$ cat src/sv/cvm_pkg.sv
// shared types, constants and lookup tables for the chiptune voice modulator
// no dependencies
package cvm_pkg;

    localparam int DEF_VOICES = 4;

    localparam logic [1:0] KIND_CMD  = 2'd0;
    localparam logic [1:0] KIND_TRIG = 2'd1;
    localparam logic [1:0] KIND_TICK = 2'd2;

    localparam logic [3:0] FX_DUTY   = 4'd1;
    localparam logic [3:0] FX_VSLIDE = 4'd2;
    localparam logic [3:0] FX_GLIDE  = 4'd3;
    localparam logic [3:0] FX_BEND   = 4'd5;
    localparam logic [3:0] FX_SWEEP  = 4'd6;
    localparam logic [3:0] FX_VOL    = 4'd8;
    localparam logic [3:0] FX_WAVE   = 4'd9;
    localparam logic [3:0] FX_VIB    = 4'd10;
    localparam logic [3:0] FX_RELN   = 4'd11;
    localparam logic [3:0] FX_ABSN   = 4'd12;

    localparam logic [7:0]  MAX_NOTE = 8'd83;
    localparam logic [7:0]  NOTE_OFS = 8'd48;
    localparam logic [15:0] DUTY_HI  = 16'he000;
    localparam logic [15:0] DUTY_LO  = 16'h2000;

    function automatic logic [15:0] ftab(input logic [6:0] i);
        logic [15:0] t [84];
        t = '{16'h010b, 16'h011b, 16'h012c, 16'h013e, 16'h0151, 16'h0165, 16'h017a,
              16'h0191, 16'h01a9, 16'h01c2, 16'h01dd, 16'h01f9, 16'h0217, 16'h0237,
              16'h0259, 16'h027d, 16'h02a3, 16'h02cb, 16'h02f5, 16'h0322, 16'h0352,
              16'h0385, 16'h03ba, 16'h03f3, 16'h042f, 16'h046f, 16'h04b2, 16'h04fa,
              16'h0546, 16'h0596, 16'h05eb, 16'h0645, 16'h06a5, 16'h070a, 16'h0775,
              16'h07e6, 16'h085f, 16'h08de, 16'h0965, 16'h09f4, 16'h0a8c, 16'h0b2c,
              16'h0bd6, 16'h0c8b, 16'h0d4a, 16'h0e14, 16'h0eea, 16'h0fcd, 16'h10be,
              16'h11bd, 16'h12cb, 16'h13e9, 16'h1518, 16'h1659, 16'h17ad, 16'h1916,
              16'h1a94, 16'h1c28, 16'h1dd5, 16'h1f9b, 16'h217c, 16'h237a, 16'h2596,
              16'h27d3, 16'h2a31, 16'h2cb3, 16'h2f5b, 16'h322c, 16'h3528, 16'h3851,
              16'h3bab, 16'h3f37, 16'h42f9, 16'h46f5, 16'h4b2d, 16'h4fa6, 16'h5462,
              16'h5967, 16'h5eb7, 16'h6459, 16'h6a51, 16'h70a3, 16'h7756, 16'h7e6f};
        ftab = (i < 7'd84) ? t[i] : t[83];
    endfunction

    // quarter sine magnitude, sign from phase bit 5
    function automatic logic signed [7:0] sine64(input logic [5:0] ph);
        logic [6:0] q [17];
        logic [4:0] k;
        logic [6:0] m;
        q = '{7'd0, 7'd12, 7'd25, 7'd37, 7'd49, 7'd60, 7'd71, 7'd81, 7'd90,
              7'd98, 7'd106, 7'd112, 7'd117, 7'd122, 7'd125, 7'd126, 7'd127};
        k = ph[4] ? 5'(6'd32 - {2'b0, ph[3:0]} - 6'd16) : {1'b0, ph[3:0]};
        if (ph[4]) k = 5'(5'd16 - {1'b0, ph[3:0]});
        m = q[k];
        sine64 = ph[5] ? -$signed({1'b0, m}) : $signed({1'b0, m});
    endfunction

endpackage

$ cat src/sv/chiptune_voice_modulator_unit.sv
// Four-voice chiptune effect engine. The item kind travels on s_tuser: a command or a
// trigger is taken in the cycle it is accepted, so these items can follow back to back.
// A tick walks the voices one per cycle, while the output is not stalled, through a
// single shared voice datapath and emits one result item per voice. The next item is
// accepted only after every voice has been computed and the final result has drained;
// while m_tready is held low with a result waiting, the walk stalls.
// s_tready is low while a tick is being walked or a result waits.
module chiptune_voice_modulator_unit import cvm_pkg::*; #(
    parameter int VOICES = DEF_VOICES
) (
    input  logic        aclk,
    input  logic        aresetn,
    input  logic        s_tvalid,
    output logic        s_tready,
    input  logic [23:0] s_tdata,  // chan, cmd, param, note, restart, pad
    input  logic [1:0]  s_tuser,  // kind
    input  logic        m_tready,
    output logic        m_tvalid,
    output logic [55:0] m_tdata,  // voice, freq, volume, duty, waveform, pad
    output logic        m_tlast   // last
);
    localparam int VW = (VOICES > 1) ? $clog2(VOICES) : 1;

    logic [7:0]  base_note_reg [VOICES];
    logic [7:0]  pitch_note_reg [VOICES];
    logic [15:0] bend_acc_reg [VOICES];
    logic [7:0]  bend_step_reg [VOICES];
    logic [7:0]  vol_step_reg [VOICES];
    logic [15:0] duty_step_reg [VOICES];
    logic [3:0]  vib_depth_reg [VOICES];
    logic [3:0]  vib_rate_reg [VOICES];
    logic [7:0]  vib_phase_reg [VOICES];
    logic [8:0]  glide_rate_reg [VOICES];
    logic [15:0] glide_freq_reg [VOICES];
    logic [7:0]  cur_volume_reg [VOICES];
    logic [15:0] cur_duty_reg [VOICES];
    logic [7:0]  wave_sel_reg [VOICES];

    logic          busy_reg;
    logic [VW-1:0] v_reg;
    logic          mv_reg;
    logic [55:0]   m_tdata_reg;
    logic          m_tlast_reg;

    logic [1:0] kind, chan;
    logic [3:0] cmd;
    logic [7:0] param, note;
    logic       restart;
    logic [VW-1:0] ci;
    assign kind = s_tuser;
    assign chan = s_tdata[1:0];
    assign cmd = s_tdata[5:2];
    assign param = s_tdata[13:6];
    assign note = s_tdata[21:14];
    assign restart = s_tdata[22];
    assign ci = VW'(chan);

    logic [15:0] slide, freq, duty;
    logic [7:0]  volume;

    cvm_voice_alu u_alu (
        .pitch_note(pitch_note_reg[v_reg]), .glide_rate(glide_rate_reg[v_reg]),
        .glide_freq(glide_freq_reg[v_reg]), .bend_acc(bend_acc_reg[v_reg]),
        .vib_depth(vib_depth_reg[v_reg]), .vib_phase(vib_phase_reg[v_reg]),
        .cur_volume(cur_volume_reg[v_reg]), .vol_step(vol_step_reg[v_reg]),
        .cur_duty(cur_duty_reg[v_reg]), .duty_step(duty_step_reg[v_reg]),
        .slide(slide), .freq(freq), .volume(volume), .duty(duty)
    );

    assign s_tready = !busy_reg && !mv_reg;
    assign m_tvalid = mv_reg;
    assign m_tdata = m_tdata_reg;
    assign m_tlast = m_tlast_reg;

    logic accept, step;
    assign accept = s_tvalid && s_tready;
    // a voice is computed when the output slot is free or being drained
    assign step = busy_reg && (!mv_reg || m_tready);

    always_ff @(posedge aclk) begin
        if (!aresetn) begin
            busy_reg <= 1'b0;
            mv_reg <= 1'b0;
            v_reg <= '0;
            m_tdata_reg <= '0;
            m_tlast_reg <= 1'b0;
            for (int i = 0; i < VOICES; i++) begin
                base_note_reg[i] <= '0; pitch_note_reg[i] <= '0; bend_acc_reg[i] <= '0;
                bend_step_reg[i] <= '0; vol_step_reg[i] <= '0; duty_step_reg[i] <= '0;
                vib_depth_reg[i] <= '0; vib_rate_reg[i] <= '0; vib_phase_reg[i] <= '0;
                glide_rate_reg[i] <= '0; glide_freq_reg[i] <= '0;
                cur_volume_reg[i] <= '0; cur_duty_reg[i] <= '0; wave_sel_reg[i] <= '0;
            end
        end else begin
            if (accept) begin
                if (kind == KIND_TICK) begin
                    busy_reg <= 1'b1;
                    v_reg <= '0;
                end else if (32'(chan) < VOICES) begin
                    if (kind == KIND_CMD) begin
                        case (cmd)
                            FX_DUTY:   cur_duty_reg[ci] <= {param, 8'h00};
                            FX_VSLIDE: vol_step_reg[ci] <= param;
                            FX_GLIDE:  glide_rate_reg[ci] <= {param, 1'b0};
                            FX_BEND:   bend_step_reg[ci] <= param;
                            FX_SWEEP:  duty_step_reg[ci] <= {2'b0, param, 6'b0};
                            FX_VOL:    cur_volume_reg[ci] <= param;
                            FX_WAVE:   wave_sel_reg[ci] <= param;
                            FX_VIB: begin
                                if (vib_depth_reg[ci] != param[7:4])
                                    vib_phase_reg[ci] <= '0;
                                vib_depth_reg[ci] <= param[7:4];
                                vib_rate_reg[ci] <= param[3:0];
                            end
                            FX_RELN: pitch_note_reg[ci] <=
                                8'(param + base_note_reg[ci] - NOTE_OFS);
                            FX_ABSN: pitch_note_reg[ci] <= param;
                            default: ;
                        endcase
                    end else if (kind == KIND_TRIG) begin
                        if (note != 8'd0) base_note_reg[ci] <= note;
                        if (restart) begin
                            bend_acc_reg[ci] <= '0;
                            bend_step_reg[ci] <= '0;
                            vol_step_reg[ci] <= '0;
                            duty_step_reg[ci] <= '0;
                            vib_depth_reg[ci] <= '0;
                        end
                    end
                end
            end
            if (step) begin
                mv_reg <= 1'b1;
                m_tdata_reg <= {6'b0, wave_sel_reg[v_reg], duty, volume, freq, 2'(v_reg)};
                m_tlast_reg <= (32'(v_reg) == VOICES - 1);
                if (glide_rate_reg[v_reg] != 9'd0) glide_freq_reg[v_reg] <= slide;
                bend_acc_reg[v_reg] <= 16'(bend_acc_reg[v_reg] +
                                           {{8{bend_step_reg[v_reg][7]}}, bend_step_reg[v_reg]});
                cur_volume_reg[v_reg] <= volume;
                cur_duty_reg[v_reg] <= duty;
                vib_phase_reg[v_reg] <= 8'(vib_phase_reg[v_reg] + {4'b0, vib_rate_reg[v_reg]});
                if (32'(v_reg) == VOICES - 1) busy_reg <= 1'b0;
                else v_reg <= VW'(v_reg + 1'b1);
            end else if (m_tready) begin
                mv_reg <= 1'b0;
            end
        end
    end
endmodule

$ cat src/sv/cvm_voice_alu.sv
// shared per-voice tick datapath: glide, vibrato, volume and duty updates
// depends on cvm_pkg
module cvm_voice_alu import cvm_pkg::*; (
    input  logic [7:0]  pitch_note,
    input  logic [8:0]  glide_rate,
    input  logic [15:0] glide_freq,
    input  logic [15:0] bend_acc,
    input  logic [3:0]  vib_depth,
    input  logic [7:0]  vib_phase,
    input  logic [7:0]  cur_volume,
    input  logic [7:0]  vol_step,
    input  logic [15:0] cur_duty,
    input  logic [15:0] duty_step,
    output logic [15:0] slide,
    output logic [15:0] freq,
    output logic [7:0]  volume,
    output logic [15:0] duty
);
    logic [7:0]  idx;
    logic [15:0] target;
    logic signed [16:0] diff, lim;
    logic signed [12:0] prod, vib;
    logic signed [9:0]  vsum;
    logic [15:0] dsum;

    always_comb begin
        idx = (pitch_note > MAX_NOTE) ? MAX_NOTE : pitch_note;
        target = ftab(idx[6:0]);
        diff = 17'($signed(target - glide_freq));
        lim = $signed({8'b0, glide_rate});
        if (diff > lim) diff = lim;
        if (diff < -lim) diff = -lim;
        slide = (glide_rate != 9'd0) ? 16'(glide_freq + diff[15:0]) : target;
        prod = $signed({9'b0, vib_depth}) * 13'(sine64(vib_phase[5:0]));
        // on the divide by four, positive products round toward zero, negative ones away from zero
        vib = prod[12] ? -((-prod + 13'sd3) >>> 2) : (prod >>> 2);
        freq = 16'(slide + bend_acc + 16'(vib));
        vsum = $signed({2'b0, cur_volume}) + 10'($signed(vol_step));
        volume = (vsum < 0) ? 8'd0 : (vsum > 10'sd255) ? 8'd255 : vsum[7:0];
        dsum = 16'(cur_duty + duty_step);
        if (dsum > DUTY_HI) dsum = DUTY_LO;
        if (dsum < DUTY_LO) dsum = DUTY_HI;
        duty = dsum;
    end
endmodule

$ cat config.mk
export PLATFORM = sky130hd
export DESIGN_NAME = chiptune_voice_modulator_unit
export DESIGN_NICKNAME = d
export VERILOG_FILES = /design/src/sv/cvm_pkg.sv /design/src/sv/chiptune_voice_modulator_unit.sv /design/src/sv/cvm_voice_alu.sv
export SDC_FILE = /design/constraint.sdc
export NUM_CORES = 1
export LEC_CHECK = 0
export BUFFER_PORTS_ARGS = -buffer_cell sky130_fd_sc_hd__buf_2
export CAP_MARGIN = 10
export CORE_MARGIN = 3
export CORE_UTILIZATION = 30
export CTS_CLUSTER_DIAMETER = 80
export DETAILED_ROUTE_END_ITERATION = 8
export HOLD_SLACK_MARGIN = 0.1
export PLACE_DENSITY_LB_ADDON = 0.3
export SLEW_MARGIN = 20
export SYNTH_ARGS = -nofsm -noshare
export SYNTH_HDL_FRONTEND = slang
export SYNTH_SLANG_ARGS = --single-unit
$ cat constraint.sdc
create_clock -name aclk -period 27.9 [get_ports aclk]
set_clock_uncertainty 0.1 [all_clocks]
set_input_delay 5.58 -clock aclk [delete_from_list [all_inputs] [get_ports aclk]]
set_output_delay 5.58 -clock aclk [all_outputs]
set_load 0.03 [all_outputs]
==> results.py <==
metrics = {
    "routing": {
        "firstDrtPassIters": 5,
        "vias": 22700,
        "finalWirelength_um": 89100,
        "wl_per_cell_um": 19.7,
        "viasPerCell": 5.02,
        "drt_iter0_markers": 1648,
        "ant_nets": 0,
        "drcViolationCount": 0,
    },
    "cts": {
        "cts_max_path_buffers": 3,
        "cts_tree": "done",
        "path_clk_slew_ns": 0.06,
        "cts_setup_buffers": 0,
        "clkSinkCount": 559,
        "cts_buffers": 61,
        "worstSkewPairLatency_ns": 0.68,
        "cts.repair.resized": 0,
        "hold_buffers": 0,
        "cts_max_level": 2,
        "root_buffer": "clkbuf_16",
    },
    "cells_and_area": {
        "layout_commonest_cell": "edfxtp_1",
        "layout-drive-gt1-share": 0.133,
        "final_util": 0.341,
        "area_growth_pct": 12.3,
        "nFillCells": 10700,
        "nets": 3303,
        "layout_common_cells": "edfxtp_1 (504), nor2_1 (476), nand2_1 (313), inv_1 (259), ha_1 (160)",
    },
    "logic_synthesis": {
        "synth_edf_count": 504,
        "yosysTopAreaCell": "edfxtp_1",
        "seq_area_frac_synth": 0.496,
        "syn_area_per_cell_um2": 10.8,
        "synth_top_area_frac": 0.462,
        "yosys-top-cells-area": "edfxtp_1 (46%), mux4_2 (9.0%), ha_1 (6.1%)",
        "synth_seq_cells": 559,
        "netlist_area_mm2": 0.0327,
        "ys_warn_count": 0,
        "async_flop_share": 0,
        "yosys.cell_types.count": 90,
        "synthFlopType": "edfxtp_1",
        "syn_inst": 3018,
    },
    "global_route": {
        "grt_pass1_wl_um": 137000,
        "grt_pass1_vias": 22700,
        "antenna_found_initial": 3,
        "grt_max_degree": 75,
        "overflow": 0,
        "track_usage": 0.157,
    },
    "run": {
        "maxCapViolations": 0,
    },
    "sta": {
        "whs_ns": 0.338,
        "max_freq_mhz": 61.4,
        "period_needed_ns": 16.28,
        "fin_crit_sh": 0.584,
        "finalSetupViolations": 0,
        "worstMarginPinSlew_ns": 1.12,
        "relSlewSlack": 0.254,
        "drv_slew": 0,
        "rsz0062_at_grt": "false",
        "hold_viol": 0,
        "worst_slack_ns": 11.62,
        "fin_tns_setup_ns": 0,
    },
    "floorplan": {
        "start_util": 0.304,
        "die_h_um": 336,
        "rows": 120,
        "die_width_um": 336,
        "core-area_mm2": 0.108,
        "io_pins": 89,
        "dieArea_mm2": 0.113,
    },
    "pwr": {
        "p_comb_frac": 0.387,
        "switching_share": 0.365,
        "power_frac_seq": 0.339,
        "p_total_mw": 2.85,
        "ir_drop_mv": 0.0690,
        "p_per_area_mw_per_mm2": 77.6,
        "p_leak_nw": 14.7,
        "p_switching_mw": 1.04,
        "p_int_mw": 1.81,
        "p_clk_frac": 0.274,
    },
    "place": {
        "dp_hpwl_um": 61700,
        "io_buffers": 81,
        "pre_cts_slack_ns": 11.47,
        "place.gp.congestion": 0.834,
    },
    "critical_path": {
        "critPathCaptureType": "register",
        "r2r_cells": 58,
        "r2r_end": "m_tdata[16]",
        "worst-setup-path-type": "register to register",
        "worstPathMaxFanout": 24,
        "cp_data_arrival_time_ns": 16.71,
        "r2r-start": "v_reg[0]",
        "slowest_delay_ns": 0.81,
        "start_kind": "register",
        "cp_common_cell": "ha_1",
        "cp_slowest_cell": "mux4_2",
        "r2r_slack_ns": 11.62,
        "cp.required_ns": 28.33,
    },
    "worst_hold_path": {
        "hold_class": "register to register",
        "hold_end": "m_tdata[29]",
        "min_from": "m_tdata[29]",
        "min_delay_path_depth": 2,
    },
    "run_status": {
        "status": "finished clean",
    },
}
==> power groups by stage <==
stage,clock network [mW],registers (mW),logic (mW)
floorplan,0,0.998,0.779
global placement,0,0.984,1.10
detailed placement,0,0.985,1.09
CTS,0.800,0.968,1.10
global route,0.833,0.972,1.22
finish,0.782,0.968,1.10
==> metal layers <==
metal / vias to the layer above / share of wire / track usage
met2: 602 / 0.47 / 0.259
li1: 10800 / - / -
met3: 121 / 0.057 / 0.0243
met4: 4 / 0.024 / 0.0404
met5: - / 0.00030 / 0
met1: 11100 / 0.45 / 0.216
==> how the worst max path moves through the flow <==
stage / start / depth (start not counted) / slack, ns / end
CTS: v_reg[0] / 58 / 11.44 / m_tdata[16]
detailed placement: v_reg[0] / 58 / 11.47 / m_tdata[16]
global route: v_reg[0] / 58 / 10.53 / m_tdata[16]
floorplan: v_reg[1] / 65 / 14.66 / m_tdata[17]
finish: v_reg[0] / 58 / 11.62 / m_tdata[16]
global placement: v_reg[0] / 58 / 11.43 / m_tdata[16]
==> cells by family after synthesis <==
kind of cell	share of synthesized area
xor+xnor	0.0323
fa+ha+maj	0.0856
mux	0.0976
other cells	0.000115
flops	0.496
buf+inv	0.0503
simple gates	0.141
compound gates	0.0966
==> cell usage after synthesis, types with 30 or more instances <==
library cell	number
nor3_1	52
nand3_1	30
a21o_1	39
xor2_1	39
xnor2_1	76
o21ai_0	87
mux4_2	131
nand2_1	313
fa_1	40
edfxtp_1	504
clkbuf_1	118
inv_1	259
a21oi_1	158
and2_1	41
nor2_1	478
ha_1	160
dfxtp_1	55
==> worst max-delay path: cells and delay by family (launching register included) <==
family	cells	cell delay (ns)
DFF	1	0.71
and+or+nand+nor	15	3.22
muxes	3	1.72
AOI/OAI and AO/OA	24	5.81
xor gates and xnor gates	3	1.33
buffers and inverters	4	0.45
adders and majority gates	9	2.78
==> metrics by stage <==
| stage | std cells | cell area [µm²] |
|---|---|---|
| 6_report | 4526 | 36700 |
| 5_1_grt | 4525 | 36700 |
| 4_1_cts | 4525 | 36700 |
| 3_5_place_dp | 4413 | 34800 |
| 3_3_place_gp | 4413 | 34800 |
| 2_1_floorplan | 3023 | 32800 |
==> cell type report <==
class	instances	area [µm²]	share of cell area
Sequential cell	559	16200	0.442
Tap cell	1403	1760	0.0478
Clock inverter	20	195	0.00531
Inverter	266	998	0.0272
Clock buffer	92	1760	0.0480
Multi-Input combinational cell	2042	14900	0.406
Timing Repair Buffer	143	883	0.0240
Antenna cell	1	2.50	0.0000681
Note: power is estimated with default switching activity, not from simulation.
